<file path="src/rtl/core/dwl_pkg.sv">
// shared types and constants of the dictionary word lookup block
package dwl_pkg;

   // fixed field widths of the request beat
   localparam int NODE_W = 12;
   localparam int SYM_W  = 5;
   localparam int CMD_W  = 2;

   // largest node count and alphabet that the field widths can address
   localparam int NODE_LIMIT = 1 << NODE_W;
   localparam int SYM_LIMIT  = 1 << SYM_W;

   // request command codes
   typedef enum logic [CMD_W-1:0] {
      CMD_EDGE   = 2'd0,
      CMD_MARK   = 2'd1,
      CMD_LETTER = 2'd2,
      CMD_QUERY  = 2'd3
   } cmd_type;

   // controller to datapath commands
   typedef struct packed {
      logic clear_en;        // clearing pass writes zero at the sweep address
      logic edge_wr;         // write one transition from the request beat
      logic mark_wr;         // write one terminal mark from the request beat
      logic edge_rd;         // read the edge of the current node for the letter
      logic term_rd;         // read the terminal mark of the final node
      logic term_from_edge;  // terminal read address comes from edge read data
      logic take_edge;       // follow the edge that was just read
      logic reject;          // mark the word as rejected
      logic load_result;     // fill the response register and go back to root
   } dwl_ctrl_type;

   // datapath to controller status
   typedef struct packed {
      logic clear_done;  // sweep address is at the last entry
      logic rejected;    // word in progress already fell off an edge
      logic letter_ok;   // current node and letter are inside the tables
   } dwl_stat_type;

endpackage

</file>
<file path="src/rtl/core/dwl_ctrl.sv">
// controller of the word lookup: clearing pass, beat decode and result sequencing
module dwl_ctrl import dwl_pkg::*; (
   input  logic             clock,
   input  logic             reset,
   input  logic             req_valid,
   input  logic [CMD_W-1:0] req_cmd,
   input  logic             req_last,
   output logic             req_ready,
   input  logic             rsp_ready,
   output logic             rsp_valid,
   output dwl_ctrl_type     ctrl,
   input  dwl_stat_type     stat
);

   typedef enum logic [1:0] {
      ST_CLEAR,
      ST_IDLE,
      ST_EDGE_WAIT,
      ST_FINISH
   } state_type;

   state_type state_ff;
   logic      last_ff;
   logic      rsp_valid_ff;
   logic      accept;
   logic      slot_free;

   assign req_ready = (state_ff == ST_IDLE);
   assign accept    = req_valid && (state_ff == ST_IDLE);
   assign slot_free = !rsp_valid_ff || rsp_ready;
   assign rsp_valid = rsp_valid_ff;

   // command decode
   always_comb begin
      ctrl = '0;
      unique case (state_ff)
         ST_CLEAR: begin
            ctrl.clear_en = 1'b1;
         end
         ST_IDLE: begin
            if (accept) begin
               unique case (cmd_type'(req_cmd))
                  CMD_EDGE: begin
                     ctrl.edge_wr = 1'b1;
                  end
                  CMD_MARK: begin
                     ctrl.mark_wr = 1'b1;
                  end
                  CMD_LETTER: begin
                     if (!stat.rejected && stat.letter_ok) begin
                        ctrl.edge_rd = 1'b1;
                     end else begin
                        ctrl.reject  = !stat.rejected;
                        ctrl.term_rd = req_last;
                     end
                  end
                  CMD_QUERY: begin
                     ctrl.term_rd = 1'b1;
                  end
               endcase
            end
         end
         ST_EDGE_WAIT: begin
            ctrl.take_edge      = 1'b1;
            ctrl.term_rd        = last_ff;
            ctrl.term_from_edge = last_ff;
         end
         ST_FINISH: begin
            ctrl.load_result = slot_free;
         end
      endcase
   end

   // state and registered outputs
   always_ff @(posedge clock) begin
      if (reset) begin
         state_ff     <= ST_CLEAR;
         last_ff      <= 1'b0;
         rsp_valid_ff <= 1'b0;
      end else begin
         if (ctrl.load_result) begin
            rsp_valid_ff <= 1'b1;
         end else if (rsp_ready) begin
            rsp_valid_ff <= 1'b0;
         end

         unique case (state_ff)
            ST_CLEAR: begin
               if (stat.clear_done) begin
                  state_ff <= ST_IDLE;
               end
            end
            ST_IDLE: begin
               if (ctrl.edge_rd) begin
                  last_ff  <= req_last;
                  state_ff <= ST_EDGE_WAIT;
               end else if (ctrl.term_rd) begin
                  state_ff <= ST_FINISH;
               end
            end
            ST_EDGE_WAIT: begin
               state_ff <= last_ff ? ST_FINISH : ST_IDLE;
            end
            ST_FINISH: begin
               if (ctrl.load_result) begin
                  state_ff <= ST_IDLE;
               end
            end
         endcase
      end
   end

endmodule

</file>
<file path="config.mk">
export PLATFORM = sky130hd
export DESIGN_NAME = dwl_ctrl
export DESIGN_NICKNAME = d
export VERILOG_FILES = /design/src/rtl/core/dwl_pkg.sv /design/src/rtl/core/dwl_ctrl.sv
export SDC_FILE = /design/constraint.sdc
export NUM_CORES = 1
export LEC_CHECK = 0
export BUFFER_PORTS_ARGS = -buffer_cell sky130_fd_sc_hd__buf_4
export CAP_MARGIN = 15
export CORE_AREA = 3 3 40 42
export DETAILED_ROUTE_END_ITERATION = 10
export DIE_AREA = 0 0 43 45
export SETUP_SLACK_MARGIN = 0.2
export SLEW_MARGIN = 20
export SYNTH_ARGS = -nofsm -noshare
export SYNTH_HDL_FRONTEND = slang
export SYNTH_SLANG_ARGS = --single-unit
</file>
<file path="constraint.sdc">
create_clock -name clock -period 2.5 [get_ports clock]
set_input_delay 0.375 -clock clock [delete_from_list [all_inputs] [get_ports clock]]
set_output_delay 0.375 -clock clock [all_outputs]
set_load 0.02 [all_outputs]
</file>
# == Word-level counts from Yosys, hierarchy flattened ==
# Index checks and enable logic that the tools add are counted.
# Widths: inputs -> output; s select.
# op_classes
bitwise,0
addsub,0
n_mul,0
reduce_logical,10
eq_ne,9
mux,24
n_lt_le_gt_ge,0
n_div,0
shift,0
# ops
operator,count
$mux 1,13
$mux 2,6
$eq 2x2->1 const B,4
$pmux 2 s4,1
$eq 2x1->1 const B,2
$logic_not 2->1,2
$mux 4,1
$ne 2x2->1 const B,2
$pmux 1 s2,2
$mux 3,1
$ne 3x1->1 const B,1
$reduce_and 3->1,1
$logic_and 1x1->1,2
$logic_not 1->1,2
$reduce_and 2->1,1
$reduce_bool 2->1,1
$logic_or 1x1->1,1
# totals
romBits,0
ramBits,0
latchBits,0
inputBits,10
reg_bits,4
mem_count,0
out_inout_bits,11

# == Longest topological paths before layout ==
# logic_depth
word_depth,9
depth_mapped,8
depth_no_buf,7

# == Worst setup path before layout ==
# Ideal clock, no wire load.
# synth_path
path_kind,flip-flop to output port
from,register state_ff[0]
to,output port ctrl[4] in the netlist's numbering
required_time_ns,2.125
t_arrival_ns,1.625
setup_slack_ns,0.500
path_buffers,1
path_stages_with_launch,8
path_cell_list,dfxtp_1 inv_1 ha_1 and2_1 clkbuf_1 a211o_1 nand2_1 nor2_1
# synth_rtl
item,line_no,rtl
from (decl),dwl_ctrl.sv:22,state_type state_ff;
from (signal assigned),dwl_ctrl.sv:102,state_ff <= last_ff ? ST_FINISH : ST_IDLE;
to (decl),dwl_ctrl.sv:11,"output dwl_ctrl_type ctrl,"

==> run_results.csv <==
group,metric,value,unit
run_status,status,"finished clean",
placed_design,dp_slack,0.6760,ns
synth,synth_edf_count,0,
synth,synth_ff_type,"dfxtp_1",
cts,cts_sinks,4,
synth,async_reset_ff_share,0,%
synth,seq_area_frac_synth,24.06,%
synth,synthTopCellsByCount,"dfxtp_1 (4), ha_1 (4), inv_1 (4), nand2_1 (4), nor2_1 (4)",
route,drt_wl_total,791,microns
final_layout,final_layout_size_suffix_gt1_share,37.88,%
timing,rsz0062_at_grt,"false",
timing,skew,0.0009198,ns
timing,min_period,2.063,ns
route,detail_route.iter0.violations,6,
timing,fmaxAchievable,484.8,MHz
setup_path,arrival,1.69,ns
cts,cts_tree,"built",
synth,yosysTopAreaCellShare,24.06,%
setup_path,cp_data_required_time,2.12,ns
setup_path,cp-start-kind,"flip-flop",
placed_design,place_congestion,0.6923,
route,first_pass_iters,4,
final_layout,fin_util,40.51,%
route,drc,0,
die,dieArea,1935,sq um
global_routing,grt_pass1_vias,337,
worst_hold_path,hp-class,"in -> reg",
timing,slew_headroom,75.23,%
die,fp-row-count,13,
run,max_cap_viol_count,0,
power,ir_worst_vdd,0.0002248,V
route,vias,356,
cts,htreeDepth,1,
global_routing,track_usage,8.493,%
placed_design,placed_area,498.0,sq um
timing,slew_violations,0,
timing,tns,0,ns
global_routing,antenna_found_initial,0,
cts,clock_latency,0.23,ns
cts,cts_root_buf,"clkbuf_4",
global_routing,grt_max_degree,6,
placed_design,hpwl,689.1,microns
die,ios,21,
global_routing,grt_pass1_wl,1235,microns
die,die_w,43,microns
power,p_leak,0.2504,nW
final_layout,stdcell_area,520.5,sq um
final_layout,area_delta_synth_final,56.39,%
power,power_density,551.4,nW/um^2
final_layout,diodes,0,
placed_design,place.port_buffers,20,
die,coreArea,1285,sq um
power,p_total,287.0,uW
cts,clk_pin_slew,0.04,ns
cts,postCtsSetupRepairBufs,0,
cts,postCtsHoldBufs,0,
synth,ys_top_cells_by_area,"dfxtp_1 (24%), ha_1 (15%), nor3_1 (4.5%)",
synth,syn-num-nets,58,
timing,period_share,82.51,%
setup_path,worstSetupEndpointType,"output pin",
cts,clk_path_buf_depth,2,
final_layout,final_cells,81,
synth,netlist_instances,44,
synth,yosysWarnings,0,
route,wire_per_inst,9.765,microns
final_layout,fillers,136,
final_layout,nets,82,
synth,ys_types,22,
timing,setup_ws,0.4372,ns
cts,numCtsBuffers,3,
route,postRouteAntennaNets,0,
synth,avgSynthCellArea,7.564,sq um
synth,synth.largest_area_cell,"dfxtp_1",
setup_path,worstSetupPathType,"reg -> out",
timing,fin_hold_ws,0.3324,ns
global_routing,grt-ovfl-total,0,
setup_path,cp_max_fo,5,
placed_design,dp_cells,78,
synth,syn_area,332.8,sq um
route,vias_per_cell,4.395,
die,initial_utilization,25.90,%
die,die_h,45,microns
cts,ctsResizeCount,0,
timing,hold_viol_final,0,
timing,setup_violations,0,
synth,synth_seq_cells,4,
timing,worst_pin_slew,0.3677,ns
[layout make-up]
| class | instances | area (sq um) | share of cell area (%) |
|---|---|---|---|
| Multi-Input combinational cell | 35 | 234.0 | 44.95 |
| Clock buffer | 3 | 22.52 | 4.327 |
| Timing Repair Buffer | 20 | 150.1 | 28.85 |
| Inverter | 4 | 15.01 | 2.885 |
| Sequential cell | 4 | 80.08 | 15.38 |
| Tap cell | 15 | 18.77 | 3.606 |
[critical path, stage by stage (launching register included)]
cell and delay (ns):
dfxtp_1 0.36, inv_1 0.09, ha_1 0.23, and2_1 0.22, a211o_1 0.31, nand2_1 0.07
nor2_1 0.04, buf_4 0.15
[where the power goes]
part           switching (mW)  total, mW  leakage (nW)  internal, mW
sequential            0.00601     0.0772        0.0325        0.0712
clock                  0.0229     0.0764        0.0138        0.0535
combinational          0.0727      0.133         0.204        0.0607
[layer usage]
layer | vias to the layer above | routed length (microns) | global-route usage [%]
met1 | 152 | 328 | 8.675
met3 | 0 | 51 | 1.992
met2 | 9 | 412 | 14.67
met5 | - | 0 | 0
li1 | 195 | - | -
met4 | 0 | 0 | 7.229
[logic make-up (layout without fill, tap and decap cells)]
kind of cell	Yosys count	in the layout	share of synthesized area [%]
fa+ha+maj	4	4	15.04
simple gates	19	19	30.07
mux	1	1	3.008
buf+inv	5	27	5.637
compound gates	11	11	22.18
flops	4	4	24.06
[sequential cells by signal (all words and copies together), names as in the netlist]
name and count:
last_ff 1, rsp_valid 1, state_ff 2
[cell usage in the layout, fill, tap and decap left out]
master / count
a31oi_1: 2
and2_1: 1
o21a_1: 1
inv_1: 4
mux2i_1: 1
o21ai_2: 1
or3b_1: 1
o21ai_0: 3
clkbuf_4: 3
ha_1: 4
a211o_1: 1
buf_4: 20
a21oi_1: 1
nor3b_1: 2
dfxtp_1: 4
nor2b_1: 2
or3_1: 1
nand2b_1: 1
a21o_2: 1
nand2_1: 4
nor3_1: 3
nor2_1: 4
a211oi_1: 1
[path summary, 6_finish.rpt]
kind,from,slack (ns),to,depth (start not counted)
hold reg to reg,last_ff$_SDFFE_PP0P_,0.49,last_ff$_SDFFE_PP0P_,2
setup reg to reg,state_ff[0]$_SDFFE_PP0P_,0.72,state_ff[1]$_SDFFE_PP0P_,7
setup / recovery,state_ff[0]$_SDFFE_PP0P_,0.44,ctrl[4],7
hold / removal,reset,0.33,state_ff[1]$_SDFFE_PP0P_,2
No activity file was read; power rests on OpenSTA's default activity.
